`config.mk`:
```
export PLATFORM = sky130hd
export DESIGN_NAME = primality_test_64bit_flat
export DESIGN_NICKNAME = d
export VERILOG_FILES = /design/src/sv/pt64_pkg.sv /design/src/sv/pt64_if.sv /design/src/sv/pt64_mulmod.sv /design/src/sv/primality_test_64bit.sv /design/src/flat_wrapper.sv
export SDC_FILE = /design/constraint.sdc
export NUM_CORES = 2
export LEC_CHECK = 0
export BUFFER_PORTS_ARGS = -buffer_cell sky130_fd_sc_hd__buf_4
export CAP_MARGIN = 30
export CELL_PAD_IN_SITES_DETAIL_PLACEMENT = 1
export CELL_PAD_IN_SITES_GLOBAL_PLACEMENT = 1
export CORE_MARGIN = 8
export CORE_UTILIZATION = 45
export DETAILED_ROUTE_END_ITERATION = 8
export GPL_ROUTABILITY_DRIVEN = 0
export PLACE_DENSITY = 0.73
export SLEW_MARGIN = 20
export SYNTH_ARGS = -nofsm -noshare
export SYNTH_HDL_FRONTEND = slang
export SYNTH_SLANG_ARGS = --single-unit
```
`constraint.sdc`:
```
create_clock -name i_clk -period 8.8 [get_ports i_clk]
set_input_delay 0.88 -clock i_clk [delete_from_list [all_inputs] [get_ports i_clk]]
set_output_delay 0.88 -clock i_clk [all_outputs]
set_load 0.05 [all_outputs]
```
`src/sv/pt64_pkg.sv`:
```
`timescale 1ns / 1ps
`default_nettype none
// ----------------------------------------------------------------------------
// pt64_pkg: shared types and constants of the 64-bit primality tester
// Holds the sequencer state type, the trial-division primes and the
// fixed Miller-Rabin bases.
// ----------------------------------------------------------------------------
package pt64_pkg;

    localparam int unsigned NumSmallPrimes = 12;
    localparam int unsigned NumBases       = 7;

    typedef logic [63:0] t_prime_tbl [NumSmallPrimes];
    typedef logic [31:0] t_base_tbl  [NumBases];

    localparam t_prime_tbl SmallPrimes = '{
        64'd2, 64'd3, 64'd5, 64'd7, 64'd11, 64'd13,
        64'd17, 64'd19, 64'd23, 64'd29, 64'd31, 64'd37
    };

    localparam t_base_tbl MrBases = '{
        32'd2, 32'd325, 32'd9375, 32'd28178,
        32'd450775, 32'd9780504, 32'd1795265022
    };

    typedef enum logic [3:0] {
        S_IDLE,
        S_TD,
        S_TZ,
        S_BASE,
        S_POW,
        S_MUL,
        S_SQA,
        S_CHK,
        S_LOOP,
        S_SQX,
        S_FIN
    } t_state;

endpackage
`default_nettype wire

```
`src/sv/pt64_if.sv`:
```
`timescale 1ns / 1ps
`default_nettype none
// ----------------------------------------------------------------------------
// pt64 channel interfaces
// Valid/ready channels for the candidate beat and the result beat.
// ----------------------------------------------------------------------------
interface pt64_cand_if;
    logic        valid;
    logic        ready;
    logic [63:0] candidate;
    modport source (output valid, output candidate, input ready);
    modport sink   (input valid, input candidate, output ready);
endinterface

interface pt64_res_if;
    logic valid;
    logic ready;
    logic is_prime;
    modport source (output valid, output is_prime, input ready);
    modport sink   (input valid, input is_prime, output ready);
endinterface
`default_nettype wire

```
`src/sv/pt64_mulmod.sv`:
```
`timescale 1ns / 1ps
`default_nettype none
// ----------------------------------------------------------------------------
// pt64_mulmod: bit-serial modular multiplier
// Forms (a * b) mod m by double-and-add, one modular add per cycle,
// scanning b from its top bit. Requires a < m and m > 1.
// ----------------------------------------------------------------------------
module pt64_mulmod #(
    parameter int W  = 64,
    parameter int BW = 64
) (
    input  wire logic          i_clk,
    input  wire logic          i_rst_n,
    input  wire logic          i_start,
    input  wire logic [W-1:0]  i_a,
    input  wire logic [BW-1:0] i_b,
    input  wire logic [W-1:0]  i_m,
    output logic               o_done,
    output logic [W-1:0]       o_result
);
    localparam int CW = (BW > 1) ? $clog2(BW) : 1;

    logic [W-1:0]  r_acc, n_acc;
    logic [W-1:0]  r_a;
    logic [BW-1:0] r_b;
    logic [W-1:0]  r_m;
    logic [CW-1:0] r_cnt, n_cnt;
    logic          r_ph, n_ph;
    logic          r_run, n_run;
    logic          r_done, n_done;

    logic [W-1:0] add_y;
    logic [W-1:0] room;
    logic [W-1:0] add_sum;

    // shared modular adder: acc + y mod m
    always_comb begin
        add_y   = r_ph ? r_a : r_acc;
        room    = r_m - add_y;
        add_sum = (r_acc >= room) ? (r_acc - room) : (r_acc + add_y);
    end

    // step the double / add phases
    always_comb begin
        n_acc  = r_acc;
        n_cnt  = r_cnt;
        n_ph   = r_ph;
        n_run  = r_run;
        n_done = 1'b0;
        if (r_run) begin
            n_acc = add_sum;
            if (!r_ph && r_b[r_cnt]) begin
                n_ph = 1'b1;
            end else begin
                n_ph = 1'b0;
                if (r_cnt == '0) begin
                    n_run  = 1'b0;
                    n_done = 1'b1;
                end else begin
                    n_cnt = r_cnt - 1'b1;
                end
            end
        end
        if (i_start) begin
            n_acc = '0;
            n_cnt = CW'(BW - 1);
            n_ph  = 1'b0;
            n_run = 1'b1;
        end
    end

    always_ff @(posedge i_clk) begin
        if (!i_rst_n) begin
            r_run  <= 1'b0;
            r_done <= 1'b0;
            r_ph   <= 1'b0;
        end else begin
            r_run  <= n_run;
            r_done <= n_done;
            r_ph   <= n_ph;
        end
    end

    // operands and accumulator
    always_ff @(posedge i_clk) begin
        r_acc <= n_acc;
        r_cnt <= n_cnt;
        if (i_start) begin
            r_a <= i_a;
            r_b <= i_b;
            r_m <= i_m;
        end
    end

    assign o_done   = r_done;
    assign o_result = r_acc;

endmodule
`default_nettype wire

```
`src/sv/primality_test_64bit.sv`:
```
`timescale 1ns / 1ps
`default_nettype none
// ----------------------------------------------------------------------------
// primality_test_64bit: deterministic Miller-Rabin primality tester
// Trial division by 2..37, then Miller-Rabin rounds over seven fixed bases.
// ----------------------------------------------------------------------------
// One candidate beat is taken at a time and yields one is_prime beat. The
// low WORD_BITS bits of the candidate are tested. All modular arithmetic
// runs through one bit-serial modular multiplier that does one modular add
// per cycle. It scans max(WORD_BITS,32) multiplier bits, so the time a
// modular product takes grows with how many multiplier bits are set. The
// same unit handles the trial division and the base reduction. Values below
// 2 are answered without a product; a 64-bit prime needs at most about 126
// products for each of the seven bases, plus twelve trial reductions. The
// input is not ready while an item is in work; a finished result waits in
// the output register while the next candidate is taken.
module primality_test_64bit #(
    parameter int WORD_BITS = 64
) (
    input  wire logic    i_clk,
    input  wire logic    i_rst_n,
    pt64_cand_if.sink    i_cand_if,
    pt64_res_if.source   o_res_if
);
    localparam int W  = WORD_BITS;
    localparam int BW = (WORD_BITS > 32) ? WORD_BITS : 32;
    localparam int RW = $clog2(WORD_BITS);

    pt64_pkg::t_state r_state, n_state;

    logic [W-1:0]  r_n, n_n;
    logic [W-1:0]  r_d, n_d;
    logic [W-1:0]  r_e, n_e;
    logic [W-1:0]  r_a, n_a;
    logic [W-1:0]  r_x, n_x;
    logic [RW-1:0] r_r, n_r;
    logic [RW-1:0] r_i, n_i;
    logic [3:0]    r_k, n_k;
    logic          r_busy, n_busy;
    logic          r_out_valid, n_out_valid;
    logic          r_out_bit, n_out_bit;
    logic          r_res, n_res;

    logic          mm_start;
    logic [W-1:0]  mm_a;
    logic [BW-1:0] mm_b;
    logic [W-1:0]  mm_m;
    logic          mm_done;
    logic [W-1:0]  mm_res;

    logic [W-1:0]  nm1;
    logic [W-1:0]  cur_prime;
    logic          in_beat;
    logic          out_free;

    pt64_mulmod #(.W(W), .BW(BW)) u_mm (
        .i_clk   (i_clk),
        .i_rst_n (i_rst_n),
        .i_start (mm_start),
        .i_a     (mm_a),
        .i_b     (mm_b),
        .i_m     (mm_m),
        .o_done  (mm_done),
        .o_result(mm_res)
    );

    assign nm1       = r_n - W'(1);
    assign cur_prime = W'(pt64_pkg::SmallPrimes[r_k]);
    assign in_beat   = i_cand_if.valid && i_cand_if.ready;
    assign out_free  = !r_out_valid || o_res_if.ready;

    assign i_cand_if.ready = (r_state == pt64_pkg::S_IDLE);
    assign o_res_if.valid    = r_out_valid;
    assign o_res_if.is_prime = r_out_bit;

    // sequencer: next state and multiplier requests
    always_comb begin
        n_state     = r_state;
        n_n         = r_n;
        n_d         = r_d;
        n_e         = r_e;
        n_a         = r_a;
        n_x         = r_x;
        n_r         = r_r;
        n_i         = r_i;
        n_k         = r_k;
        n_busy      = r_busy;
        n_res       = r_res;
        n_out_bit   = r_out_bit;
        n_out_valid = r_out_valid && !o_res_if.ready;
        mm_start    = 1'b0;
        mm_a        = W'(1);
        mm_b        = BW'(r_n);
        mm_m        = r_n;

        case (r_state)
            pt64_pkg::S_IDLE: begin
                if (in_beat) begin
                    n_n = i_cand_if.candidate[W-1:0];
                    n_k = '0;
                    if (i_cand_if.candidate[W-1:0] < W'(2)) begin
                        n_res   = 1'b0;
                        n_state = pt64_pkg::S_FIN;
                    end else begin
                        n_state = pt64_pkg::S_TD;
                    end
                end
            end
            // n mod p for each small prime
            pt64_pkg::S_TD: begin
                mm_m = cur_prime;
                if (!r_busy) begin
                    mm_start = 1'b1;
                    n_busy   = 1'b1;
                end else if (mm_done) begin
                    n_busy = 1'b0;
                    if (mm_res == '0) begin
                        n_res   = (r_n == cur_prime);
                        n_state = pt64_pkg::S_FIN;
                    end else if (r_k == 4'(pt64_pkg::NumSmallPrimes - 1)) begin
                        n_d     = nm1;
                        n_r     = '0;
                        n_k     = '0;
                        n_state = pt64_pkg::S_TZ;
                    end else begin
                        n_k = r_k + 4'd1;
                    end
                end
            end
            // strip factors of two from n-1
            pt64_pkg::S_TZ: begin
                if (!r_d[0]) begin
                    n_d = r_d >> 1;
                    n_r = r_r + 1'b1;
                end else begin
                    n_state = pt64_pkg::S_BASE;
                end
            end
            // reduce the base mod n
            pt64_pkg::S_BASE: begin
                mm_b = BW'(pt64_pkg::MrBases[r_k[2:0]]);
                if (!r_busy) begin
                    mm_start = 1'b1;
                    n_busy   = 1'b1;
                end else if (mm_done) begin
                    n_busy = 1'b0;
                    if (mm_res == '0) begin
                        if (r_k == 4'(pt64_pkg::NumBases - 1)) begin
                            n_res   = 1'b1;
                            n_state = pt64_pkg::S_FIN;
                        end else begin
                            n_k = r_k + 4'd1;
                        end
                    end else begin
                        n_a     = mm_res;
                        n_x     = W'(1);
                        n_e     = r_d;
                        n_state = pt64_pkg::S_POW;
                    end
                end
            end
            pt64_pkg::S_POW: begin
                if (r_e == '0) begin
                    n_state = pt64_pkg::S_CHK;
                end else if (r_e[0]) begin
                    n_state = pt64_pkg::S_MUL;
                end else begin
                    n_state = pt64_pkg::S_SQA;
                end
            end
            pt64_pkg::S_MUL: begin
                mm_a = r_a;
                mm_b = BW'(r_x);
                if (!r_busy) begin
                    mm_start = 1'b1;
                    n_busy   = 1'b1;
                end else if (mm_done) begin
                    n_busy  = 1'b0;
                    n_x     = mm_res;
                    n_state = pt64_pkg::S_SQA;
                end
            end
            pt64_pkg::S_SQA: begin
                mm_a = r_a;
                mm_b = BW'(r_a);
                if (!r_busy) begin
                    mm_start = 1'b1;
                    n_busy   = 1'b1;
                end else if (mm_done) begin
                    n_busy  = 1'b0;
                    n_a     = mm_res;
                    n_e     = r_e >> 1;
                    n_state = pt64_pkg::S_POW;
                end
            end
            pt64_pkg::S_CHK: begin
                if (r_x == W'(1) || r_x == nm1) begin
                    if (r_k == 4'(pt64_pkg::NumBases - 1)) begin
                        n_res   = 1'b1;
                        n_state = pt64_pkg::S_FIN;
                    end else begin
                        n_k     = r_k + 4'd1;
                        n_state = pt64_pkg::S_BASE;
                    end
                end else begin
                    n_i     = RW'(1);
                    n_state = pt64_pkg::S_LOOP;
                end
            end
            pt64_pkg::S_LOOP: begin
                if (r_i >= r_r) begin
                    n_res   = 1'b0;
                    n_state = pt64_pkg::S_FIN;
                end else begin
                    n_state = pt64_pkg::S_SQX;
                end
            end
            pt64_pkg::S_SQX: begin
                mm_a = r_x;
                mm_b = BW'(r_x);
                if (!r_busy) begin
                    mm_start = 1'b1;
                    n_busy   = 1'b1;
                end else if (mm_done) begin
                    n_busy = 1'b0;
                    n_x    = mm_res;
                    if (mm_res == nm1) begin
                        if (r_k == 4'(pt64_pkg::NumBases - 1)) begin
                            n_res   = 1'b1;
                            n_state = pt64_pkg::S_FIN;
                        end else begin
                            n_k     = r_k + 4'd1;
                            n_state = pt64_pkg::S_BASE;
                        end
                    end else begin
                        n_i     = r_i + 1'b1;
                        n_state = pt64_pkg::S_LOOP;
                    end
                end
            end
            // hand the verdict to the output register
            pt64_pkg::S_FIN: begin
                if (out_free) begin
                    n_out_valid = 1'b1;
                    n_out_bit   = r_res;
                    n_state     = pt64_pkg::S_IDLE;
                end
            end
            default: begin
                n_state = pt64_pkg::S_IDLE;
            end
        endcase
    end

    always_ff @(posedge i_clk) begin
        if (!i_rst_n) begin
            r_state     <= pt64_pkg::S_IDLE;
            r_busy      <= 1'b0;
            r_out_valid <= 1'b0;
        end else begin
            r_state     <= n_state;
            r_busy      <= n_busy;
            r_out_valid <= n_out_valid;
        end
    end

    // working values
    always_ff @(posedge i_clk) begin
        r_n       <= n_n;
        r_d       <= n_d;
        r_e       <= n_e;
        r_a       <= n_a;
        r_x       <= n_x;
        r_r       <= n_r;
        r_i       <= n_i;
        r_k       <= n_k;
        r_res     <= n_res;
        r_out_bit <= n_out_bit;
    end

endmodule
`default_nettype wire

```
`src/flat_wrapper.sv`:
```
// flat-port wrapper written by rule: the top's interface ports become plain ports
module primality_test_64bit_flat 
#(
    parameter int WORD_BITS = 64
)
  (i_clk, i_rst_n, i_cand_if_valid, i_cand_if_candidate, i_cand_if_ready, o_res_if_valid, o_res_if_is_prime, o_res_if_ready);
  pt64_cand_if i_cand_if_i ();
  pt64_res_if o_res_if_i ();
  input  wire logic i_clk;
  input  wire logic i_rst_n;
  input wire logic [$bits(i_cand_if_i.valid)-1:0] i_cand_if_valid;
  input wire logic [$bits(i_cand_if_i.candidate)-1:0] i_cand_if_candidate;
  output wire logic [$bits(i_cand_if_i.ready)-1:0] i_cand_if_ready;
  output wire logic [$bits(o_res_if_i.valid)-1:0] o_res_if_valid;
  output wire logic [$bits(o_res_if_i.is_prime)-1:0] o_res_if_is_prime;
  input wire logic [$bits(o_res_if_i.ready)-1:0] o_res_if_ready;
  assign i_cand_if_i.valid = i_cand_if_valid;
  assign i_cand_if_i.candidate = i_cand_if_candidate;
  assign i_cand_if_ready = i_cand_if_i.ready;
  assign o_res_if_valid = o_res_if_i.valid;
  assign o_res_if_is_prime = o_res_if_i.is_prime;
  assign o_res_if_i.ready = o_res_if_ready;
  primality_test_64bit #(.WORD_BITS(WORD_BITS)) u_core (.i_clk(i_clk), .i_rst_n(i_rst_n), .i_cand_if(i_cand_if_i), .o_res_if(o_res_if_i));
endmodule
```
==> impl_metrics.csv <==
group,metric,value,unit
status,run_status,"complete, no violations",
logic_synthesis,synth_enable_flop_cells,530,
global_routing,global_route.overflow_total,0,
power,switching_share,50.37,%
logic_synthesis,netlist_area_pre_place,41680,sq um
logic_synthesis,synth.yosys.seq_area_share,41.98,%
global_routing,maximum_number_of_pins_on_one_net_before_global_route_repair,110,
detailed_routing,route.detailed.wl_per_inst,28.82,microns
clock_network,cts_repair_resize_count,0,
global_routing,globalRouteMet2Util,50.21,%
min_path,worst_hold_path.endpoint,"u_core.r_n[40]$_DFFE_PP_",
job,cap_viol_max_count,0,
sta,finalMaxSlewViolations,0,
critical_path,worst_path_dominant_cell_family,"simple AND/OR/NAND/NOR gates",
die,fp.coreArea,91660,sq um
detailed_routing,drt_first_iter_violations,4184,
sta,fmax,124.9,MHz
power,design_power_total,21.06,mW
logic_synthesis,yosys_register_bits,609,
global_routing,via_count_of_the_first_global_routing_pass,37320,
global_routing,grt.busiest_layer,"met2",
die,die_y,320.3,microns
critical_path,worstPathRequired,9340,ps
sta,worst-slew-pin-transition,1176,ps
clock_network,cts_tree,"done",
global_routing,antenna_found_initial,3,
clock_network,clk_path_buf_depth,3,
critical_path,critPathCaptureType,"flop",
placed_design,io_buffers,70,
sta,maxSlewHeadroom,20.88,%
sta,rsz_0062_raised_after_global_routing,"no",
sta,layout_min_cycle_time,8007,ps
critical_path,cp_buf_inv_count,1,
sta,finalSetupViolCount,0,
critical_path,crit_fanout,47,
clock_network,worst_setup_hold_path_clk_slew,60,ps
critical_path,critPathLaunchType,"flop",
logic_synthesis,synthFlopType,"sky130_fd_sc_hd__edfxtp_1",
clock_network,cts.hold.buffers_added,0,
die,placementRows,111,
detailed_routing,total_number_of_vias,36820,
power,switchingPower,10.61,mW
logic_synthesis,syn_area_per_cell,9.509,sq um
power,power.share.clock,13.7,%
critical_path,cpMaxStageDelayCell,"sky130_fd_sc_hd__or4b_2",
global_routing,grt_use_met3,5.793,%
global_routing,met1_routing_resource_usage_after_global_routing,37.47,%
logic_synthesis,syn-num-nets,4665,
finish,final_nets,4607,
logic_synthesis,synth_compound_area_share,19.31,%
logic_synthesis,adder_and_majority_cell_fraction_of_the_synthesized_area,6.478,%
global_routing,grt_use_total,29.96,%
detailed_routing,drtAntennaViolNets,0,
critical_path,critical_path_arrival,8540,ps
die,io_pins,71,
global_routing,global_route_wire_length_before_repair,237000,microns
clock_network,clock-root-buffer,"sky130_fd_sc_hd__clkbuf_16",
die,die_x,320.3,microns
logic_synthesis,synthMuxAreaShare,2.873,%
critical_path,cp_common_cell,"sky130_fd_sc_hd__o21ai_0",
finish,drive_above_1_share,7.703,%
logic_synthesis,async_flop_share,0,%
critical_path,slowest_delay,700,ps
power,total_internal_power,10.45,mW
sta,fin_crit_sh,90.99,%
detailed_routing,drtPass1Iterations,8,
finish,synthToLayoutAreaGrowth,9.153,%
logic_synthesis,post_synth_inst_count,4383,
critical_path,reg2reg_from,"u_core.u_mm.r_ph$_SDFFE_PP0P_",
logic_synthesis,yosys.area_share.simple,17.49,%
clock_network,cts-htree-levels,3,
sta,timing.setup.tns,0,ps
clock_network,numCtsBuffers,68,
die,floorplan.initialDensity,45.47,%
min_path,min-delay-path-class,"input port to flop",
power,power.ir.vdd_worst,0.3096,mV
sta,final_worst_clock_skew,30.68,ps
placed_design,place.detailed.hpwl,121100,microns
die,die_area,102600,sq um
detailed_routing,totalWireLength,160300,microns
detailed_routing,detail_route.vias_per_cell,6.618,
detailed_routing,drc_errors,0,
logic_synthesis,synth.yosys.warnings,0,
sta,hold_viol,0,
critical_path,regToRegSetupSlack,790,ps
critical_path,worst-setup-path-type,"flop to flop",
power,p_seq_share,22.3,%
clock_network,postCtsSetupBuffers,0,
logic_synthesis,largest_family_of_logic_cells_by_synthesized_area,"compound AO/OA/AOI/OAI gates",
clock_network,worstSkewPairLatency,630,ps
logic_synthesis,post_synth_xor_area_fraction,7.541,%
logic_synthesis,netlist-cell-type-count,99,
min_path,hold_path_startpoint,"i_cand_if_candidate[40]",
critical_path,r2r_cells,27,
power,power.leakage,17.43,nW
power,power_density,462.8,nW/um^2
critical_path,worstReg2RegEnd,"u_core.u_mm.o_result[44]$_SDFFE_PP0P_",
min_path,holdPathStages,1,
clock_network,cts_sinks,609,
power,combinationalPowerShare,64.0,%
==> worst max path at each step <==
| stage | cells past startpoint | slack [ps] | startpoint | end |
|---|---|---|---|---|
| floorplan | 7 | 590 | u_core.r_state[2]$_SDFFE_PN0P_ | u_core.r_a[0]$_DFFE_PP_ |
| global placement | 27 | 1300 | u_core.u_mm.r_ph$_SDFFE_PP0P_ | u_core.u_mm.o_result[44]$_SDFFE_PP0P_ |
| detailed placement | 27 | 900 | u_core.u_mm.r_ph$_SDFFE_PP0P_ | u_core.u_mm.o_result[44]$_SDFFE_PP0P_ |
| CTS | 27 | 880 | u_core.u_mm.r_ph$_SDFFE_PP0P_ | u_core.u_mm.o_result[44]$_SDFFE_PP0P_ |
| global route | 27 | 110 | u_core.u_mm.r_ph$_SDFFE_PP0P_ | u_core.u_mm.o_result[44]$_SDFFE_PP0P_ |
| finish | 27 | 790 | u_core.u_mm.r_ph$_SDFFE_PP0P_ | u_core.u_mm.o_result[44]$_SDFFE_PP0P_ |
==> sequential cells by signal, indices dropped and copies added (netlist names), 64 cells and up <==
signal                cells
u_core.u_mm.r_b          64
u_core.u_mm.r_m          64
u_core.u_mm.o_result     64
u_core.u_mm.r_a          64
u_core.r_x               64
u_core.r_n               64
u_core.r_e               64
u_core.r_d               64
u_core.r_a               64
==> metal layers <==
metal / part of all wire (%) / vias up
li1: - / 16270
met1: 39 / 18380
met2: 48 / 1718
met3: 7.9 / 451
met4: 5.0 / 4
met5: 0.020 / -
==> cells by family (layout without fill, tap and decap cells) <==
| family | count (synthesis) | after routing |
|---|---|---|
| AO/OA/AOI/OAI | 1236 | 1236 |
| other | 0 | 2 |
| multiplexers | 93 | 93 |
| AND/OR/NAND/NOR | 1426 | 1426 |
| flip-flops | 609 | 609 |
| buffers and inverters | 470 | 462 |
| adder cells (fa/ha/maj) | 214 | 214 |
| XOR/XNOR | 335 | 335 |
==> power groups by stage <==
stage	Clock (mW)	Combinational [mW]	Sequential (mW)
floorplan	0	9.52	4.28
global placement	0	13.0	4.71
detailed placement	0	13.2	4.72
CTS	2.91	13.3	4.67
global route	3.00	14.6	4.70
finish	2.89	13.5	4.69
==> worst reg2reg max path: stages (launching register included) <==
cell	delay, ps
sky130_fd_sc_hd__dfxtp_4	600
sky130_fd_sc_hd__buf_4	680
sky130_fd_sc_hd__mux2i_1	360
sky130_fd_sc_hd__ha_1	340
sky130_fd_sc_hd__a211o_1	290
sky130_fd_sc_hd__a21oi_1	210
sky130_fd_sc_hd__nor2b_1	170
sky130_fd_sc_hd__o21ai_0	80
sky130_fd_sc_hd__o21bai_1	170
sky130_fd_sc_hd__o21ai_0	470
sky130_fd_sc_hd__nand4_1	270
sky130_fd_sc_hd__nand3_1	170
sky130_fd_sc_hd__nand2_1	80
sky130_fd_sc_hd__nor4_1	350
sky130_fd_sc_hd__nor3_1	140
sky130_fd_sc_hd__xnor2_1	230
sky130_fd_sc_hd__ha_1	350
sky130_fd_sc_hd__a21o_1	190
sky130_fd_sc_hd__a21o_1	220
sky130_fd_sc_hd__a21oi_1	210
sky130_fd_sc_hd__nand2_1	110
sky130_fd_sc_hd__o21ai_0	230
sky130_fd_sc_hd__a31oi_1	110
sky130_fd_sc_hd__nor4_1	560
sky130_fd_sc_hd__o21ai_4	130
sky130_fd_sc_hd__or2_0	370
sky130_fd_sc_hd__or4b_2	700
sky130_fd_sc_hd__a31oi_1	160
==> Yosys cell counts (all sizes together) (13+ instances only) <==
library cell / count / share of area (%)
a211oi: 43 / 0.77
xnor2: 188 / 4.0
inv: 197 / 1.8
xnor3: 13 / 0.70
nor4: 116 / 1.9
mux4: 21 / 1.1
and3: 37 / 0.56
nor2: 266 / 2.4
a21oi: 420 / 5.0
nand4: 80 / 1.2
a31oi: 45 / 0.68
o21ai: 223 / 2.7
o21bai: 26 / 0.47
a22o: 62 / 1.3
mux2i: 69 / 1.7
ha: 211 / 6.3
o31ai: 22 / 0.40
nor3: 77 / 0.98
dfxtp: 79 / 3.8
nor3b: 16 / 0.30
o21a: 19 / 0.34
buf: 29 / 0.34
or4: 19 / 0.37
o211ai: 22 / 0.40
and2: 127 / 1.9
nor2b: 51 / 0.77
nand2b: 50 / 0.75
clkbuf: 243 / 2.2
nand3: 75 / 0.90
nand2: 433 / 3.9
a221oi: 14 / 0.29
edfxtp: 530 / 38
xor2: 132 / 2.8
a222oi: 53 / 1.3
or3: 21 / 0.32
a2111oi: 14 / 0.29
a21o: 129 / 2.3
==> final cells by class <==
class	count	area (sq um)
Fill cell	10260	46170
Multi-Input combinational cell	3304	22470
Sequential cell	609	17500
Clock buffer	82	1797
Tap cell	1186	1484
Timing Repair Buffer	144	1112
Inverter	198	750.7
Clock inverter	38	369.1
Antenna cell	2	5.005
==> stage by stage <==
stage | hold WS [ps] | util, % | cell area, sq um | worst slack, ps | cells
2_1_floorplan | 427.1 | - | 41680 | 585.5 | 4383
3_3_place_gp | 490.6 | 47.17 | 43240 | 1301 | 5432
3_5_place_dp | 489.8 | 47.19 | 43260 | 904.6 | 5437
4_1_cts | 415.5 | 49.56 | 45420 | 875.8 | 5557
5_1_grt | 424.1 | 49.63 | 45490 | 105.9 | 5561
6_report | 439.0 | 49.63 | 45490 | 793.1 | 5563
==> placed cells by master (no fill, tap or decap), drive strengths merged, types with 19 or more instances in the layout <==
master / synthesis / final
dfxtp: 79 / 79
and3: 37 / 37
nand3: 75 / 75
nand2: 433 / 433
a211oi: 43 / 43
buf: 29 / 143
a22o: 62 / 62
nor4: 116 / 116
or3: 21 / 21
a31oi: 45 / 45
xor2: 132 / 132
a21oi: 420 / 420
mux4: 21 / 21
nand2b: 50 / 50
o21a: 19 / 19
inv: 197 / 201
o21bai: 26 / 26
a222oi: 53 / 53
or4: 19 / 19
nor2b: 51 / 51
o211ai: 22 / 22
clkbuf: 243 / 83
xnor2: 188 / 188
mux2i: 69 / 69
o21ai: 223 / 223
nor2: 266 / 266
a21o: 129 / 129
o31ai: 22 / 22
nand4: 80 / 80
clkinv: 1 / 25
and2: 127 / 127
nor3: 77 / 77
ha: 211 / 211
edfxtp: 530 / 530
(Power assumes the default switching activity.)
